File: src/rtl/core/u8sd_pkg.sv
`default_nettype none
// ----------------------------------------------------------------------------
// u8sd_pkg
// Shared constants and helpers for the UTF-8 stream decoder.
// ----------------------------------------------------------------------------
package u8sd_pkg;

  localparam int unsigned CpWidth = 21;
  localparam int unsigned ByteWidth = 8;
  localparam int unsigned CpDataWidth = ((CpWidth + 7) / 8) * 8;

  localparam logic [CpWidth-1:0] ReplacementReset = 21'h00FFFD;
  localparam logic [CpWidth-1:0] CpMax = 21'h10FFFF;
  localparam logic [CpWidth-1:0] SurrogateLow = 21'h00D800;
  localparam logic [CpWidth-1:0] SurrogateHigh = 21'h00DFFF;

  localparam logic [ByteWidth-1:0] ContMarkMask = 8'hC0;
  localparam logic [ByteWidth-1:0] ContMark = 8'h80;
  localparam logic [ByteWidth-1:0] LeadE0 = 8'hE0;
  localparam logic [ByteWidth-1:0] LeadED = 8'hED;
  localparam logic [ByteWidth-1:0] LeadF0 = 8'hF0;
  localparam logic [ByteWidth-1:0] LeadF4 = 8'hF4;
  localparam logic [ByteWidth-1:0] LimitA0 = 8'hA0;
  localparam logic [ByteWidth-1:0] Limit9F = 8'h9F;
  localparam logic [ByteWidth-1:0] Limit90 = 8'h90;
  localparam logic [ByteWidth-1:0] Limit8F = 8'h8F;

  typedef enum logic [2:0] {
    SEQ_NONE = 3'd0,
    SEQ_TWO = 3'd2,
    SEQ_THREE = 3'd3,
    SEQ_FOUR = 3'd4
  } seq_len_t;

  function automatic seq_len_t seq_len(input logic [ByteWidth-1:0] lead);
    seq_len_t len;
    len = SEQ_NONE;
    if (lead >= 8'hC2 && lead <= 8'hDF) begin
      len = SEQ_TWO;
    end else if (lead >= 8'hE0 && lead <= 8'hEF) begin
      len = SEQ_THREE;
    end else if (lead >= 8'hF0 && lead <= 8'hF4) begin
      len = SEQ_FOUR;
    end
    return len;
  endfunction

endpackage
`default_nettype wire

File: src/rtl/core/utf8_stream_decoder_top.sv
`default_nettype none
// ----------------------------------------------------------------------------
// utf8_stream_decoder_top
// Byte-in, code-point-out UTF-8 decoder with replacement on invalid input.
// ----------------------------------------------------------------------------
// Takes one byte per cycle while s_tready is high and gives back Unicode scalar
// values, one result per cycle on the master side while m_tready is high. A
// byte passes an input register, is decoded against the held lead and
// continuation bytes, and lands in the result register. A byte that breaks a
// held sequence, or carries tlast with bytes still held, releases up to four
// results; these leave the result register one per cycle while m_tready is
// high, and the slave side stalls until the last of them is taken. Only
// cfg_wr_en while the block is idle.
module utf8_stream_decoder_top
  import u8sd_pkg::*;
(
  input  wire logic                   clk,
  input  wire logic                   rst,
  input  wire logic                   cfg_wr_en,
  input  wire logic [CpWidth-1:0]     cfg_wr_data,
  input  wire logic                   s_tvalid,
  output logic                        s_tready,
  input  wire logic [ByteWidth-1:0]   s_tdata,    // [7:0] data_byte
  input  wire logic                   s_tlast,
  output logic                        m_tvalid,
  input  wire logic                   m_tready,
  output logic [CpDataWidth-1:0]      m_tdata,    // [20:0] code_point, zero fill above
  output logic                        m_tuser,    // [0] is_replacement
  output logic                        m_tlast
);

  logic [CpWidth-1:0]   replacement;
  logic                 in_valid;
  logic [ByteWidth-1:0] in_byte;
  logic                 in_eos;

  logic [ByteWidth-1:0] pending [3];
  logic [1:0]           pending_count;

  logic [2:0]           rep_left;
  logic                 cp_pending;
  logic [CpWidth-1:0]   cp_held;

  logic                 out_xfer;
  logic                 out_done;
  logic                 consume;

  logic [1:0]           count_next;
  logic                 store_en;
  logic [1:0]           store_idx;
  logic [2:0]           reps_next;
  logic                 has_cp_next;
  logic [CpWidth-1:0]   cp_next;
  logic                 fits;
  logic                 bad_second;
  seq_len_t             held_len;
  seq_len_t             byte_len;

  assign out_xfer = m_tvalid && m_tready;
  assign out_done = out_xfer && m_tlast;
  assign consume = in_valid && (!m_tvalid || out_done);
  assign s_tready = !in_valid || consume;

  assign m_tvalid = (rep_left != 3'd0) || cp_pending;
  assign m_tuser = (rep_left != 3'd0);
  assign m_tlast = (rep_left == 3'd1 && !cp_pending) || (rep_left == 3'd0);
  assign m_tdata = {{(CpDataWidth - CpWidth){1'b0}},
                    (rep_left != 3'd0) ? replacement : cp_held};

  assign held_len = seq_len(pending[0]);
  assign byte_len = seq_len(in_byte);

  always_comb begin
    bad_second = (pending_count == 2'd1) &&
                 ((pending[0] == LeadE0 && in_byte < LimitA0) ||
                  (pending[0] == LeadED && in_byte > Limit9F) ||
                  (pending[0] == LeadF0 && in_byte < Limit90) ||
                  (pending[0] == LeadF4 && in_byte > Limit8F));
    fits = ((in_byte & ContMarkMask) == ContMark) && !bad_second;
  end

  always_comb begin
    count_next = pending_count;
    store_en = 1'b0;
    store_idx = 2'd0;
    reps_next = 3'd0;
    has_cp_next = 1'b0;
    cp_next = {{(CpWidth - ByteWidth){1'b0}}, in_byte};
    if (pending_count != 2'd0 && fits) begin
      if ({1'b0, pending_count} + 3'd1 >= held_len) begin
        count_next = 2'd0;
        has_cp_next = 1'b1;
        unique case (held_len)
          SEQ_TWO: cp_next = {10'd0, pending[0][4:0], in_byte[5:0]};
          SEQ_THREE: cp_next = {5'd0, pending[0][3:0], pending[1][5:0], in_byte[5:0]};
          default: cp_next = {pending[0][2:0], pending[1][5:0], pending[2][5:0],
                              in_byte[5:0]};
        endcase
      end else begin
        store_en = 1'b1;
        store_idx = pending_count;
        count_next = pending_count + 2'd1;
      end
    end else begin
      reps_next = {1'b0, pending_count};
      count_next = 2'd0;
      if (!in_byte[7]) begin
        has_cp_next = 1'b1;
      end else if (byte_len != SEQ_NONE) begin
        store_en = 1'b1;
        count_next = 2'd1;
      end else begin
        reps_next = reps_next + 3'd1;
      end
    end
    if (in_eos) begin
      reps_next = reps_next + {1'b0, count_next};
      count_next = 2'd0;
    end
  end

  always_ff @(posedge clk) begin
    if (rst) begin
      replacement <= ReplacementReset;
      in_valid <= 1'b0;
      pending_count <= 2'd0;
      rep_left <= 3'd0;
      cp_pending <= 1'b0;
    end else begin
      if (cfg_wr_en) begin
        replacement <= cfg_wr_data;
      end
      if (s_tvalid && s_tready) begin
        in_valid <= 1'b1;
      end else if (consume) begin
        in_valid <= 1'b0;
      end
      if (consume) begin
        pending_count <= count_next;
        rep_left <= reps_next;
        cp_pending <= has_cp_next;
      end else if (out_xfer) begin
        if (rep_left != 3'd0) begin
          rep_left <= rep_left - 3'd1;
        end else begin
          cp_pending <= 1'b0;
        end
      end
    end
  end

  always_ff @(posedge clk) begin
    if (s_tvalid && s_tready) begin
      in_byte <= s_tdata;
      in_eos <= s_tlast;
    end
    if (consume) begin
      cp_held <= cp_next;
      if (store_en) begin
        pending[store_idx] <= in_byte;
      end
    end
  end

endmodule
`default_nettype wire

File: config.mk
export PLATFORM = sky130hd
export DESIGN_NAME = utf8_stream_decoder_top
export DESIGN_NICKNAME = d
export VERILOG_FILES = /design/src/rtl/core/u8sd_pkg.sv /design/src/rtl/core/utf8_stream_decoder_top.sv
export SDC_FILE = /design/constraint.sdc
export NUM_CORES = 1
export LEC_CHECK = 0
export ABC_CLOCK_PERIOD_IN_PS = 5300
export BUFFER_PORTS_ARGS = -buffer_cell sky130_fd_sc_hd__buf_2
export CAP_MARGIN = 30
export CORE_MARGIN = 1
export CORE_UTILIZATION = 45
export CTS_CLUSTER_SIZE = 28
export DETAILED_ROUTE_END_ITERATION = 8
export PLACE_DENSITY = 0.73
export SLEW_MARGIN = 20
export SYNTH_ARGS = -nofsm -noshare
export SYNTH_HDL_FRONTEND = slang
export SYNTH_SLANG_ARGS = --single-unit
export TNS_END_PERCENT = 5
File: constraint.sdc
create_clock -name clk -period 5.3 [get_ports clk]
set_input_delay 1.59 -clock clk [delete_from_list [all_inputs] [get_ports clk]]
set_output_delay 1.59 -clock clk [all_outputs]
set_load 0.02 [all_outputs]
==> results of run 1 <==
[critical path, delay by kind of cell, from the launching register on]
family,cells,cell delay [ns]
adder cells (fa/ha/maj),1,0.27
buffers and inverters,4,1.06
flip-flops,1,0.40
AND/OR/NAND/NOR,3,0.37
[metrics by stage]
step                utilization (%)  cells  power, W  hold WS (ns)  worst slack [ns]
finish                         53.7    542   0.00192         0.504              1.25
global route                   53.7    542   0.00202         0.543              1.08
CTS                            53.4    540   0.00192         0.505              1.26
detailed placement             50.7    524   0.00143         0.484              1.32
global placement               50.6    523   0.00141         0.473              1.41
floorplan                         -    376   0.00123         0.460              1.44
[sequential cells by signal, summed over array words and instances (netlist names)]
| signal | count |
|---|---|
| cp_held | 21 |
| in_valid | 1 |
| in_eos | 1 |
| replacement | 21 |
| pending_count | 2 |
| in_byte | 8 |
| rep_left | 3 |
| cp_pending | 1 |
| pending | 20 |
[metal layers]
metal | wire, µm | share of wire (%) | up-vias
li1 | - | - | 1443
met1 | 3690 | 48 | 1356
met2 | 3470 | 45 | 78
met3 | 378 | 4.9 | 9
met4 | 122 | 1.6 | 0
met5 | 0 | 0 | -
[power by group through the flow]
stage                     combinational, W  sequential, W  clock, W
final                             0.000645       0.000779  0.000492
after global routing              0.000710       0.000786  0.000526
after floorplan                   0.000455       0.000771         0
after CTS                         0.000635       0.000779  0.000502
after global placement            0.000621       0.000790         0
after detailed placement          0.000634       0.000793         0
[final cells by class]
type                            instances  area (µm²)  share of cell area [%]
Sequential cell                        78        2060                    46.9
Multi-Input combinational cell        267        1590                    36.2
Timing Repair Buffer                   64         348                    7.92
Tap cell                              105         131                    2.99
Clock buffer                            9         124                    2.82
Clock inverter                          7        95.1                    2.16
Inverter                               12        45.0                    1.03
[final timing paths]
kind	startpoint	end	slack (ns)	cells past startpoint
max	rep_left[0]	m_tdata[0]	1.25	8
min	replacement[17]	replacement[17]	0.50	2
max reg2reg	pending[0][2]	rep_left[1]	1.44	14
min reg2reg	replacement[17]	replacement[17]	0.50	2
[kinds of logic after synthesis]
| family | Yosys count | share of synthesized area (%) |
|---|---|---|
| compound gates | 73 | 13.9 |
| other cells | 1 | 0.0992 |
| xor+xnor | 1 | 0.232 |
| flops | 78 | 54.5 |
| buf+inv | 31 | 3.64 |
| fa+ha+maj | 11 | 3.84 |
| mux | 8 | 2.12 |
| simple gates | 171 | 21.6 |
[layout by cell type (no fill, tap or decap), types with 6 or more instances in the layout]
| master | Yosys | routed |
|---|---|---|
| nor2b_1 | 24 | 24 |
| mux2i_1 | 8 | 8 |
| nor2_1 | 28 | 28 |
| dfxtp_1 | 28 | 28 |
| nand2b_1 | 6 | 6 |
| a211o_1 | 15 | 15 |
| nand2_1 | 79 | 79 |
| edfxtp_1 | 50 | 50 |
| buf_2 | 2 | 61 |
| clkbuf_8 | 0 | 9 |
| a21oi_1 | 14 | 14 |
| o21ai_0 | 8 | 8 |
| and3_1 | 7 | 7 |
| inv_1 | 11 | 11 |
| ha_1 | 10 | 10 |
==> metrics.txt, run 1 <==
status complete, no violations; final setup violation count 0; gr busiest metal met2; maximum clock rate 0.247 GHz; share of synthesized flip-flops with an asynchronous set or reset 0%; fin area 4390 µm²; layout cells sized above 1 19.0%; combinational share of power 33.7%; Max clock buf depth 2; drt total wl 7670 µm; DRC Markers 0; biggest area consumer among synthesized cells edfxtp_1; vias in the first global route 2658; Iteration-0 DRC Markers 130; root cell of the clock tree clkbuf_8; # port buffers 59; GRT met2 Usage 29.8%; Synth top cells by count 79 x nand2_1, 50 x edfxtp_1, 28 x dfxtp_1, 28 x nor2_1, 24 x nor2b_1; CTS Hold Bufs 0; initial antenna violation count 0; largest net degree at the start of global routing 37; TNS Setup 0 ns; WP data required 3.71 ns; die width 93.7 µm; clk_lat worst skew between 0.3 and 0.4 ns; Setup CP Type register to output pin; max-slew violations 0; Resize count post-CTS 0; CTS Sinks 78; M3 GR Usage 4.94%; max-cap viol count 0; Initial Utilization about 46%; M1 GR Usage a little under a quarter; P_leak about 1.8 nW; Pre-antenna DRT Iters 4; CTS tree done; FF+latch count, synth 78; Syn Area/Cell 10.1 µm²; Top Ports 63; first-pass GRT wire length 12300 µm; Die ar. 8770 µm²; sw frac 36.5%; PwrDens 436 nW/µm²; Slew @ Worst Pin a little under 0.8 ns; Slew HR 46.9%; core area 8180 µm²; Final ANT Viol Nets 0; Mapped Cells around 370; clk_skew about 0.015 ns; Hold Path Class register to register; sequential fraction of design power about two fifths; slowest CP cell inv_1; CP Launch Type register; Seq/Total Area, Yosys 54.5%; layout filler cell count just over 700; Placer Congestion around 0.85; site row count 33; gr usage total between 10% and 20%; Mapped Area 3780 µm²; Antenna diodes 0; synth warn 0; Die Ht 93.7 µm; Setup Buffers After CTS 0; Worst EP arrival 2.46 ns; Final min period 4.05 ns; Int Power 0.00122 W; DP Wirelength 5370 µm; H-tree Lvls 3; Post-synth EDFFs 50; RSZ-0062 raised after global routing no; clock transition at the registers of the reported paths about 0.080 ns; TritonCTS buffer count 9; instance area at placement slightly above 4000 µm²; Period Utilization, post-route 76.5%; area share of the largest cell type after synthesis 39.7%; clock share of power 25.7%; Most used DFF post-synth edfxtp_1; Peak supply drop ~0.16 mV; CP Capture Type output pin; Cell Chain, Critical Path inv_1 -> ha_1 -> nor2b_1 -> buf_4 -> inv_1 -> nand2_1 -> nand2_1 -> buf_2; DR WL/cell roughly 14 µm; via density per instance 5.32; final number of hold-violating endpoints 0; synth unique cells 53; area delta synth->final 16.2%; Vias 2886; largest cells by area after synthesis edfxtp_1 40%, dfxtp_1 15%, nand2_1 7.8%; Largest stage delay, worst path 0.60 ns; Sw Pwr 0.000699 W; GRT overflow 0; count leader, synth nand2_1; final net count 478; crit-path max FO 24
No activity file was read; power rests on OpenSTA's default activity.
==> inputs of run 2 (changes only) <==
--- a/config.mk
+++ b/config.mk
@@ -5,14 +5,15 @@
 export SDC_FILE = /design/constraint.sdc
 export NUM_CORES = 1
 export LEC_CHECK = 0
-export ABC_CLOCK_PERIOD_IN_PS = 5300
+export ABC_AREA = 1
+export ABC_CLOCK_PERIOD_IN_PS = 3710
 export BUFFER_PORTS_ARGS = -buffer_cell sky130_fd_sc_hd__buf_2
 export CAP_MARGIN = 30
 export CORE_MARGIN = 1
 export CORE_UTILIZATION = 45
 export CTS_CLUSTER_SIZE = 28
 export DETAILED_ROUTE_END_ITERATION = 8
-export PLACE_DENSITY = 0.73
+export PLACE_DENSITY = 0.76
 export SLEW_MARGIN = 20
 export SYNTH_ARGS = -nofsm -noshare
 export SYNTH_HDL_FRONTEND = slang
==> constraint.sdc (replaced) <==
create_clock -name clk -period 3.71 [get_ports clk]
set_input_delay 1.113 -clock clk [delete_from_list [all_inputs] [get_ports clk]]
set_output_delay 1.113 -clock clk [all_outputs]
set_load 0.02 [all_outputs]
==> run 2 against run 1 <==
Effect of this change: sequential power increased by 42%; clock skew decreased by 0.00098 ns; critical endpoint is now pending[2][1]; design area decreased by 2.2%; cell count increased by 7.2%.
==> metrics.txt, run 2 <==
Vias around 2.9k; TritonCTS buffer count 9; status complete, no violations; Worst setup startpoint pending[0][2]; Post-synth EDFFs 50; Hold Path Class register to register; H-tree Lvls 3; WP data required 3.70 ns; Antenna diodes 0; CTS tree done; PwrDens 670 nW/µm²; sequential fraction of design power 38.5%; largest cells by area after synthesis edfxtp_1 40%, dfxtp_1 15%, nand2_1 15%; Final min period 3.33 ns; count leader, synth nand2_1; root cell of the clock tree clkbuf_8; clk_skew 0.0137 ns; clk_lat worst skew 0.35 ns; clock transition at the registers of the reported paths 0.08 ns; synth warn 0; DR WL/cell ~14 µm; gr usage total 19.9%; Initial Utilization 47.6%; first-pass GRT wire length 13200 µm; CP Launch Type register; core area 7890 µm²; drt total wl 8040 µm; Int Power 0.00167 W; die width 93.3 µm; Worst EP arrival 3.32 ns; Critical path buffers and inverters 3; Peak supply drop 0.269 mV; FF+latch count, synth 78; Sw Pwr about 0.0012 W; GRT overflow 0; RSZ-0062 raised after global routing no; Placer Congestion 0.924; final number of hold-violating endpoints 0; maximum clock rate 0.300 GHz; sw frac 42.1%; Largest stage delay, worst path about 0.48 ns; initial antenna violation count 0; final net count 520; layout cells sized above 1 22.8%; Top Ports 63; Post-Layout Cell Count 581; CP Capture Type register; share of synthesized flip-flops with an asynchronous set or reset 0%; Pre-antenna DRT Iters 5; max-cap viol count 0; Slew @ Worst Pin 0.637 ns; via density per instance 5.05; Mapped Cells 415; most frequent CP cell nand3_1; P_leak 1.88 nW; vias in the first global route 2765; Seq/Total Area, Yosys 54.9%; fin area ~4300 µm²; Largest regs cp_held: 21 flops, replacement: 21 flops, pending: 20 flops; Hold Path Origin replacement[4]; area delta synth->final 14.5%; max-slew violations 0; synth unique cells 38; biggest area consumer among synthesized cells edfxtp_1; DRC Markers 0; Final ANT Viol Nets 0; largest net degree at the start of global routing 29; Die ar. 8710 µm²; Syn Area/Cell 9.04 µm²; DP Wirelength roughly 5900 µm; Max clock buf depth 2; CTS Sinks 78; CTS Hold Bufs 0; launch point of the worst reg-to-reg path pending[0][2]; Cell Chain, Critical Path nor2_1 -> nand3_1 -> nand2_1 -> nand2_1 -> inv_1 -> ha_1 -> nand3_1 -> nand3_1 -> inv_1 -> nor2_8 -> inv_2 -> nand3_2 -> nor3_2; Synth top cells by count 145 x nand2_1, 50 x edfxtp_1, 36 x nor2_1; crit-path leading delay family simple AND/OR/NAND/NOR gates; Die Ht 93.3 µm; # port buffers 59; Placed Cells 565; R2R setup slack 0.38 ns; Period Utilization, post-route roughly nine tenths; TNS Setup 0 ns; clock share of power 19.9%; instance area at placement just over 4000 µm²; final setup violation count 0; Setup CP Type register to register; Most used DFF post-synth edfxtp_1; Iteration-0 DRC Markers approximately 200; area share of the largest cell type after synthesis 40.0%; combinational share of power 41.6%; site row count 32; Mapped Area 3750 µm²; slowest CP cell edfxtp_1; Slew HR 57.5%; commonest non-fill, non-tap cell in the layout nand2_1; crit-path max FO 13; most frequent cells in the layout 145 x nand2_1, 59 x buf_2, 50 x edfxtp_1
## run 2: cell count changes after synthesis, sizes merged, moves of 9 or more
cell,delta
nand2,+72
nand3,+29
nor2b,-24
inv,+22
a211o,-15
nor2,+13
o21ai,+9
## run 2: layout make-up
class | count | area (µm²)
sequential | 78 | 2060
clock inverter | 5 | 31.3
fill | 692 | 3590
timing repair buffer | 61 | 310
multi-input combinational | 290 | 1500
tap | 102 | 128
inverter | 34 | 128
clock buffer | 11 | 141
## run 2: per-layer routing
layer	vias to the layer above	routed length, µm	GRT usage, %
met5	-	0	0
met4	0	128	7.18
met3	12	539	5.20
met2	125	3660	32.3
met1	1324	3710	25.7
li1	1472	-	-
## run 2: path summary, 6_finish.rpt
check	end	cells past startpoint
worst min register to register	replacement[4]	2
worst max-delay path	pending[2][1]	13
worst min-delay path	replacement[4]	2
worst max register to register	pending[2][1]	13
## run 2: worst register-to-register path: stages, from the launching register on
cell	delay (ns)
edfxtp_1	0.48
nor2_1	0.23
nand3_1	0.13
nand2_1	0.15
nand2_1	0.06
inv_1	0.29
ha_1	0.32
nand3_1	0.09
nand3_1	0.11
inv_1	0.21
nor2_8	0.07
inv_2	0.25
nand3_2	0.17
nor3_2	0.41
## run 2: cells by family (layout without fill, tap and decap cells)
group | Yosys count | count (layout) | share of synthesized area [%]
XOR/XNOR | 1 | 1 | 0.233
AO/OA/AOI/OAI | 44 | 44 | 8.10
AND/OR/NAND/NOR | 231 | 231 | 27.3
adder cells (fa/ha/maj) | 11 | 11 | 3.87
other | 1 | 3 | 0.0999
buffers and inverters | 49 | 111 | 5.43
flip-flops | 78 | 78 | 54.9
## run 2: power by group through the flow
| stage | combinational, W | sequential [W] | clock [W] |
|---|---|---|---|
| after global routing | 0.00132 | 0.00112 | 0.000617 |
| after global placement | 0.00119 | 0.00112 | 0 |
| after floorplan | 0.000869 | 0.00110 | 0 |
| after CTS | 0.00121 | 0.00111 | 0.000584 |
| final | 0.00120 | 0.00111 | 0.000574 |
| after detailed placement | 0.00120 | 0.00113 | 0 |
## run 2: timing repair
| item | in CTS | in global routing |
|---|---|---|
| resized for setup | 0 | 1 |
| endpoints found under the setup margin | 0 | 8 |
| buffers inserted | 0 | 0 |
## run 2: through the flow
step           utilization [%]  hold slack (ns)  power (W)  setup slack, ns
2_1_floorplan                -            0.429    0.00197            0.783
5_1_grt                   54.5            0.485    0.00305           0.0507
6_report                  54.5            0.461    0.00288            0.380
4_1_cts                   54.5            0.464    0.00290            0.285
3_3_place_gp              52.3            0.437    0.00231            0.463
3_5_place_dp              52.3            0.444    0.00233            0.311
